===== src/rtl/core/swgp_pkg.sv =====
// ---------------------------------------------------------------------------
// swgp_pkg
// Types, constants and the per-channel step function of the sweeping gap
// pulse generator.
// ---------------------------------------------------------------------------
package swgp_pkg;

  localparam int TIME_W  = 64;
  localparam int GAP_W   = 15;
  localparam int SPEED_W = 10;
  localparam int ADJ_W   = 12;  // floor(1023 * 5 / 2) = 2557
  localparam int PROD_W  = 13;  // 1023 * 5 = 5115
  localparam int MULT_W  = 3;   // channel multiplier n + 2, up to 5
  localparam int MASK_W  = 4;
  localparam int SUM_W   = GAP_W + 1;

  localparam logic [GAP_W-1:0]   GAP_MIN_US  = 15'd2700;
  localparam logic [GAP_W-1:0]   GAP_MAX_US  = 15'd32000;
  localparam logic [SPEED_W-1:0] SPEED_RESET = 10'd200;

  // One time sample as seen by every channel.
  typedef struct packed {
    logic              go;
    logic [TIME_W-1:0] now_us;
  } swgp_tick_t;

  // floor(speed * mult / 2)
  function automatic logic [ADJ_W-1:0] chan_adj(input logic [SPEED_W-1:0] speed,
                                                input logic [MULT_W-1:0]  mult);
    logic [PROD_W-1:0] prod;
    prod = {{(PROD_W-SPEED_W){1'b0}}, speed} * {{(PROD_W-MULT_W){1'b0}}, mult};
    return prod[PROD_W-1:1];
  endfunction

endpackage


===== src/rtl/core/swgp_chan.sv =====
// ---------------------------------------------------------------------------
// swgp_chan
// One pulse channel: fire compare, gap sweep with clamp and turn-around,
// next-fire time update.
// ---------------------------------------------------------------------------
module swgp_chan import swgp_pkg::*; (
  input  logic             clk,
  input  logic             rst_n,
  input  swgp_tick_t       tick,
  input  logic [ADJ_W-1:0] adj,
  output logic             fire
);

  logic [GAP_W-1:0]  gap_r,  gap_nxt;
  logic              rising_r, rising_nxt;
  logic [TIME_W-1:0] next_fire_r, next_fire_nxt;

  logic [SUM_W-1:0]  sum_up;
  logic [SUM_W-1:0]  fall_lim;
  logic [GAP_W-1:0]  gap_new;
  logic              rising_new;

  assign fire = tick.go && (tick.now_us > next_fire_r);

  // New gap depends only on state, so it runs beside the 64-bit compare.
  assign sum_up   = {1'b0, gap_r} + SUM_W'(adj);
  assign fall_lim = SUM_W'(adj) + SUM_W'(GAP_MIN_US);

  always_comb begin
    gap_new    = gap_r;
    rising_new = rising_r;
    if (rising_r) begin
      if (sum_up > SUM_W'(GAP_MAX_US)) begin
        gap_new    = GAP_MAX_US;
        rising_new = 1'b0;
      end else begin
        gap_new = sum_up[GAP_W-1:0];
      end
    end else begin
      if ({1'b0, gap_r} < fall_lim) begin
        gap_new    = GAP_MIN_US;
        rising_new = 1'b1;
      end else begin
        gap_new = gap_r - GAP_W'(adj);
      end
    end
  end

  always_comb begin
    gap_nxt       = gap_r;
    rising_nxt    = rising_r;
    next_fire_nxt = next_fire_r;
    if (fire) begin
      gap_nxt       = gap_new;
      rising_nxt    = rising_new;
      next_fire_nxt = tick.now_us + TIME_W'(gap_new);
    end
  end

  always_ff @(posedge clk) begin
    if (!rst_n) begin
      gap_r       <= GAP_MAX_US;
      rising_r    <= 1'b1;
      next_fire_r <= '0;
    end else begin
      gap_r       <= gap_nxt;
      rising_r    <= rising_nxt;
      next_fire_r <= next_fire_nxt;
    end
  end

endmodule


===== src/rtl/core/sweeping_gap_pulse_generator.sv =====
// Throughput: one item per cycle while out_ready drains results; the channel state
//   updates in the cycle the item leaves the input register, so the next item
//   already sees it. Rate is set by one 64-bit compare plus one 64-bit add
//   per channel in that cycle.
// Reset: synchronous, active low; speed = 200, every gap = 32000 rising,
//   every next-fire time = 0, both pipeline registers empty.
// ---------------------------------------------------------------------------
// sweeping_gap_pulse_generator
// Up to four pulse channels on a shared microsecond time base. Each channel
// fires when the time passes its next-fire time, then sweeps its gap between
// 2700 and 32000 by a per-channel step of speed * (n + 2) / 2.
// ---------------------------------------------------------------------------
module sweeping_gap_pulse_generator import swgp_pkg::*; #(
  parameter int NUM_CHANNELS = 4
) (
  input  logic               clk,
  input  logic               rst_n,
  // configuration: speed
  input  logic               cfg_wr_en,
  input  logic [SPEED_W-1:0] cfg_wr_data,
  // time samples in
  input  logic               in_valid,
  output logic               in_ready,
  input  logic [TIME_W-1:0]  in_now_us,
  // pulse masks out
  output logic               out_valid,
  input  logic               out_ready,
  output logic [MASK_W-1:0]  out_pulse_mask
);

  logic [SPEED_W-1:0] speed_r, speed_nxt;

  // Input register: one time sample waiting for the channels.
  logic               s1_valid_r, s1_valid_nxt;
  logic [TIME_W-1:0]  s1_now_r,   s1_now_nxt;

  // Result register.
  logic               out_valid_r, out_valid_nxt;
  logic [MASK_W-1:0]  out_mask_r,  out_mask_nxt;

  logic               s1_go;
  logic               in_take;
  swgp_tick_t         tick;
  logic [MASK_W-1:0]  fire_vec;

  // The sample moves on whenever the result register is empty or being drained;
  // that same cycle the input register frees up for the next item.
  assign s1_go    = s1_valid_r && (!out_valid_r || out_ready);
  assign in_ready = !s1_valid_r || s1_go;
  assign in_take  = in_valid && in_ready;

  assign tick.go     = s1_go;
  assign tick.now_us = s1_now_r;

  // Channels side by side. Unused mask bits stay zero.
  for (genvar ch = 0; ch < MASK_W; ch++) begin : g_chan
    if (ch < NUM_CHANNELS) begin : g_on
      logic [ADJ_W-1:0] adj;
      assign adj = chan_adj(speed_r, MULT_W'(ch + 2));
      swgp_chan u_chan (
        .clk   (clk),
        .rst_n (rst_n),
        .tick  (tick),
        .adj   (adj),
        .fire  (fire_vec[ch])
      );
    end else begin : g_off
      assign fire_vec[ch] = 1'b0;
    end
  end

  always_comb begin
    speed_nxt     = cfg_wr_en ? cfg_wr_data : speed_r;
    s1_now_nxt    = in_take ? in_now_us : s1_now_r;
    s1_valid_nxt  = in_take ? 1'b1 : (s1_go ? 1'b0 : s1_valid_r);
    out_mask_nxt  = s1_go ? fire_vec : out_mask_r;
    out_valid_nxt = s1_go ? 1'b1 : (out_ready ? 1'b0 : out_valid_r);
  end

  always_ff @(posedge clk) begin
    if (!rst_n) begin
      speed_r     <= SPEED_RESET;
      s1_valid_r  <= 1'b0;
      out_valid_r <= 1'b0;
    end else begin
      speed_r     <= speed_nxt;
      s1_valid_r  <= s1_valid_nxt;
      out_valid_r <= out_valid_nxt;
    end
  end

  // Payload registers, no reset.
  always_ff @(posedge clk) begin
    s1_now_r   <= s1_now_nxt;
    out_mask_r <= out_mask_nxt;
  end

  assign out_valid      = out_valid_r;
  assign out_pulse_mask = out_mask_r;

endmodule


===== config.mk =====
export PLATFORM = sky130hd
export DESIGN_NAME = sweeping_gap_pulse_generator
export DESIGN_NICKNAME = d
export VERILOG_FILES = /design/src/rtl/core/swgp_pkg.sv /design/src/rtl/core/swgp_chan.sv /design/src/rtl/core/sweeping_gap_pulse_generator.sv
export SDC_FILE = /design/constraint.sdc
export NUM_CORES = 2
export LEC_CHECK = 0
export ABC_CLOCK_PERIOD_IN_PS = 7200
export BUFFER_PORTS_ARGS = -buffer_cell sky130_fd_sc_hd__buf_2
export CAP_MARGIN = 20
export CORE_ASPECT_RATIO = 0.5
export CORE_MARGIN = 2
export CORE_UTILIZATION = 40
export CTS_BUF_LIST = sky130_fd_sc_hd__clkbuf_4
export DETAILED_ROUTE_END_ITERATION = 10
export GPL_ROUTABILITY_DRIVEN = 0
export MAX_ROUTING_LAYER = met4
export PLACE_DENSITY = 0.54
export SLEW_MARGIN = 20
export SYNTH_ARGS = -nofsm -noshare
export SYNTH_HDL_FRONTEND = slang
export SYNTH_HIERARCHICAL = 1
export SYNTH_SLANG_ARGS = --single-unit
export TNS_END_PERCENT = 30

===== constraint.sdc =====
create_clock -name clk -period 7.2 [get_ports clk]
set_input_delay 0 -clock clk [delete_from_list [all_inputs] [get_ports clk]]
set_output_delay 0 -clock clk [all_outputs]
set_load 0.03 [all_outputs]

* After elaboration in Yosys (flattened, before gate mapping)
Cells that the tools add are included. Widths: inputs -> output; s select.
Cells by class: muxes and demuxes 28, magnitude comparators 12, multipliers 2, shift operators 0, reductions and logical operators 12, equality and inequality tests 0, bitwise operators 0, $add $sub $neg 16, div/mod/pow operators 0
Operators by type and width (number):
- $add 64x15->64 | 4
- $gt 64x64->1 | 4
- $mux 15 | 12
- $gt 16x15->1 const B | 4
- $lt 15x16->1 | 4
- $add 15x11->16 | 2
- $sub 15x11->15 | 2
- $add 11x12->13 const B | 2
- $add 15x10->16 | 1
- $add 15x12->16 | 1
- $mux 1 | 16
- $sub 15x10->15 | 1
- $sub 15x12->15 | 1
- $add 10x12->13 const B | 1
- $add 12x12->13 const B | 1
- $mul 10x3->13 const B | 1
- $mul 10x2->12 const B | 1
- $logic_and 1x1->1 | 6
- $reduce_bool 2->1 | 2
- $logic_not 1->1 | 2
- $logic_or 1x1->1 | 2
Word-level totals: register bits after elaboration 400, RAM bits 0, ROM bits 0, memories kept 0, logic and storage cells 87, latch bits 0

* Depth between registers and ports, before layout
word-level depth 6, gate-level depth with buffers 35, gate-level depth less buffers 33

* Modules after synthesis
The synthesis kept the hierarchy.
By module, submodules not included:
- swgp_chan (g_chan[0].g_on.u_chan ...) | cells an instance 1073, sequential area each 1601.5 um2, instances 3, area an instance 8324.2 um2
- swgp_chan (g_chan[1].g_on.u_chan) | cells an instance 1064, sequential area each 1601.5 um2, instances 1, area an instance 8119.0 um2
- sweeping_gap_pulse_generator | cells an instance 221, sequential area each 2282.2 um2, instances 1, area an instance 3382.0 um2

* Worst setup path before layout
Ideal clock, no wire load.
path kind register -> register, start register speed_r[1], end register g_chan[3].g_on.u_chan.next_fire_r[44], setup slack 0.539 ns, data required time 7.114 ns, arrival time 6.576 ns, setup time 0.086 ns, path buffers 3, clock period less this slack 6.661 ns, cell stages (with the launch flop) 34, cell sequence dfxtp_1 -> ha_1 -> ha_1 -> inv_1 -> fa_1 -> nor2b_1 -> o31a_1 -> o21a_1 -> nor2_1 -> xnor2_1 -> inv_1 -> ha_1 -> clkbuf_1 -> nor2_1 -> nand2_1 -> a21oi_1 -> o21a_1 -> or3_1 -> a211oi_2 -> a31oi_4 -> buf_6 -> a22oi_1 -> nand2_1 -> ha_1 -> nor2b_1 -> o21ai_0 -> a21boi_1 -> o41ai_1 -> a21bo_2 -> a21o_1 -> clkbuf_1 -> nor2_1 -> xnor2_1 -> a211oi_1
Between the ends: word-level cells in the longest chain between the ends 6, elaborated cells on any way between the ends 10
Ends and longest elaborated chain:
- start: declaration | line sweeping_gap_pulse_generator.sv:31 | logic [SPEED_W-1:0] speed_r, speed_nxt;
- start signal: assignment | line sweeping_gap_pulse_generator.sv:86 | speed_r <= speed_nxt;
- $mul 10x3->13 * | line swgp_pkg.sv:31 | prod = {{(PROD_W-SPEED_W){1'b0}}, speed} * {{(PROD_W-MULT_W){1'b0}}, mult};
- named net g_chan[3].g_on.adj[8] | line sweeping_gap_pulse_generator.sv:58 | logic [ADJ_W-1:0] adj;
- $add 15x12->16 / $add 12x12->13 (equally long branches) | line swgp_chan.sv:26, swgp_chan.sv:27
- $gt 16x15->1 / $lt 15x16->1 (equally long branches) | line swgp_chan.sv:33, swgp_chan.sv:40
- $mux 15, on equally long branches | line swgp_chan.sv:33, swgp_chan.sv:40
- $mux 15 * | line swgp_chan.sv:32 | if (rising_r) begin
- named net g_chan[3].g_on.u_chan.gap_new[2] | line swgp_chan.sv:20 | logic [GAP_W-1:0] gap_new;
- $add 64x15->64 * | line swgp_chan.sv:56 | next_fire_nxt = tick.now_us + TIME_W'(gap_new);
- end signal: assignment | line swgp_chan.sv:68 | next_fire_r <= next_fire_nxt;
- end: declaration | line swgp_chan.sv:16 | logic [TIME_W-1:0] next_fire_r, next_fire_nxt;
Mark *: on every way through the listed nets, which the timed path passes. The rest lies on a longest branch. A chain may end at the register's enable or synchronous reset.

* Worst setup path after layout
start register speed_r[4], end register g_chan[3].g_on.u_chan.next_fire_r[63]
The elaborated chain is that of the path after synthesis.

==> impl_metrics.toml <==
[status]
outcome = "finished clean"

[grt]
overflow = 0
grt_usage_pct = 24.9
antenna_found_initial = 4
grt_first_pass_wirelength_mm = 183
grt_max_degree = 101
grt_pass1_vias = 33300

[run]
maxCapViolations = 0

[critical_path]
worstSetupPathType = "flop to flop"
start_kind = "flop"
cp.required_ns = 8.17
critPathMostFrequentCell = "ha_1"
path_max_fanout = 8
critPathArrivalTime_ns = 7.75
cpPeakStageDelay_ns = 0.49
timing.critical_path.slowest_stage_cell = "dfxtp_1"
endpoint_kind = "flop"

[placement]
dp_hpwl_mm = 82.5
io_buffers = 84
place_inst = 5737

[final_layout]
areaGrowthSynthToFinish_pct = 14.8
final_cell_count_no_fill = 6127
n_fill_cell = 8987
final_net_count = 5408
layout-drive-gt1-share_pct = 11.2

[yosys]
yosys.cell_types.count = 105
ys_warn_count = 6
ys_async_sr_fraction_pct = 0
synth_edf_count = 68
synth.avg_cell_area_um2 = 8.10
yosysSeqAreaShare_pct = 23.8
synth.top_cell.area_share_pct = 18.2
syn_area_um2 = 36500
syn_inst = 4504
yosysMostFrequentCell = "ha_1"
synth_area_leaders = "dfxtp_1 18%, ha_1 17%, edfxtp_1 5.6%, xnor2_1 5.0%, inv_1 4.5%"
postSynthRegisterBits = 400
ys.flop_type = "dfxtp_1"
synth_commonest_cells = "483 x ha_1, 436 x inv_1, 409 x nor2_1"
synth_top_cell_by_area = "dfxtp_1"

[timing]
skew_ns = 0.101
final_hold_viol_count = 0
fin_crit_sh_pct = 94.1
setup_violations = 0
relSlewSlack_pct = 23.6
max_freq_ghz = 0.148
period_needed_ns = 6.78
slew_viol_final = 0
tightest_slew_ns = 1.13

[drt]
vias_per_cell = 5.66
route.detailed.drc = 0
finalWirelength_mm = 115
drtAntennaViolNets = 0
drt_iter0_markers = 2622
vias = 34700
dr.pass1.iters = 6
avgRoutedWirePerCell_um = 18.8

[die]
rows = 78
start_util_pct = 40.3
dieArea_um2 = 93800
die_x_um = 431
chipHeight_um = 218
pin_count = 85
fp.coreArea_um2 = 90500

[clock_network]
cts_tree = "built"
clock_sinks = 400
clk_path_buf_depth = 3
cts-root-buf = "clkbuf_4"
cts_buffers = 106
htreeDepth = 3
clk_pin_slew_ns = 0.08
clk_latency_ns = 1.09

[pwr]
p_leak_nw = 16.7
p_seq_share_pct = 29.4
total_switching_power_w = 0.00383
pwr_density_cell_nw_per_um2 = 216
clkPwrFrac_pct = 24.3
power_w = 0.00905
switching_share_pct = 42.3
p_comb_share_pct = 46.3
ir_drop_uv = 126
p_int_w = 0.00522

[worst_hold_path]
min_path_type = "primary input to flop"
==> flip-flops by register name (all words and copies together), names as in the netlist <==
| register | cells |
|---|---|
| g_chan.g_on.u_chan/next_fire_r | 256 |
| out_pulse_mask | 4 |
| s1_now_r | 64 |
| speed_r | 10 |
| out_valid | 1 |
| g_chan.g_on.u_chan/gap_r | 60 |
| s1_valid_r | 1 |
| g_chan.g_on.u_chan/rising_r | 4 |
==> per-stage QoR <==
step	utilization [%]	setup slack, ns	instance area, um^2	hold slack [ns]	setup TNS, ns
floorplan	-	0.539	36500	0.0989	0
global placement	42.4	0.245	38400	0.176	0
detailed placement	42.4	-0.0772	38400	0.178	-0.132
CTS	45.9	0.0830	41600	0.0108	0
global route	46.3	-0.0716	41900	0.0603	-0.297
finish	46.3	0.422	41900	0.146	0
==> cell usage in the layout, fill, tap and decap left out, drive strengths merged, types with 155 or more instances in the layout <==
cell | synthesis | final
ha | 483 | 483
inv | 439 | 441
nor2 | 415 | 415
dfxtp | 332 | 332
a21oi | 330 | 330
nand2 | 250 | 250
o21ai | 248 | 248
buf | 86 | 217
xnor2 | 208 | 208
dlygate4sd3 | 0 | 178
a211oi | 176 | 176
nand3 | 165 | 165
clkbuf | 102 | 155
==> metal layers <==
| metal | vias to the layer above | GRT usage [%] | wire, um |
|---|---|---|---|
| met5 | - | - | 0 |
| met4 | 0 | 6.02 | 2110 |
| met3 | 185 | 4.26 | 7230 |
| met2 | 1033 | 37.6 | 49400 |
| met1 | 16500 | 34.6 | 56500 |
| li1 | 17000 | - | - |
==> critical path: cells and delay by family (launching register included) <==
family / cells / cell delay (ns)
simple gates: 4 / 0.72
fa+ha+maj: 4 / 1.36
flops: 1 / 0.49
buf+inv: 4 / 0.62
compound gates: 14 / 3.09
xor+xnor: 2 / 0.44
==> cells by family (layout without fill, tap and decap cells) <==
kind of cell             count (synthesis)  count (layout)  share of synthesized area [%]
other                                    1              23                         0.0103
flip-flops                             400             400                           23.8
AND/OR/NAND/NOR                       1330            1330                           18.3
adder cells (fa/ha/maj)                497             497                           17.3
XOR/XNOR                               317             317                           7.61
AO/OA/AOI/OAI                         1271            1271                           23.9
buffers and inverters                  630            1031                           7.49
multiplexers                            58              58                           1.60
==> final timing paths <==
check,start,to,slack (ns),depth (start not counted)
hold / removal,in_now_us[45],s1_now_r[45],0.15,3
setup / recovery,speed_r[4],g_chan[3].g_on.u_chan/next_fire_r[63],0.42,28
setup reg to reg,speed_r[4],g_chan[3].g_on.u_chan/next_fire_r[63],0.42,28
hold reg to reg,g_chan[1].g_on.u_chan/next_fire_r[15],g_chan[1].g_on.u_chan/next_fire_r[15],0.45,2
==> power groups by stage <==
stage | logic [W] | clock network (W) | registers (W)
3_5_place_dp | 0.00393 | 0 | 0.00271
3_3_place_gp | 0.00388 | 0 | 0.00270
6_report | 0.00419 | 0.00220 | 0.00266
2_1_floorplan | 0.00295 | 0 | 0.00267
5_1_grt | 0.00464 | 0.00241 | 0.00269
4_1_cts | 0.00404 | 0.00228 | 0.00266
==> layout make-up <==
class	count	area (um^2)	share of cell area [%]
flip-flops and latches	400	8690	20.7
well taps	1200	1500	3.59
clock inverters	39	228	0.544
inverters	442	1660	3.96
multi-input cells	3487	25400	60.6
repair buffers	395	3240	7.74
diodes	9	22.5	0.0538
clock buffers	155	1160	2.78
==> what timing repair did <==
item / in CTS / in global routing
hold endpoints to repair: 280 / 0
pin swaps: 1 / 7
resized for setup: 1 / 50
hold buffers: 179 / 0
endpoints found under the setup margin: 2 / 90
buffers inserted: 1 / 7
Note: power is estimated with default switching activity, not from simulation.
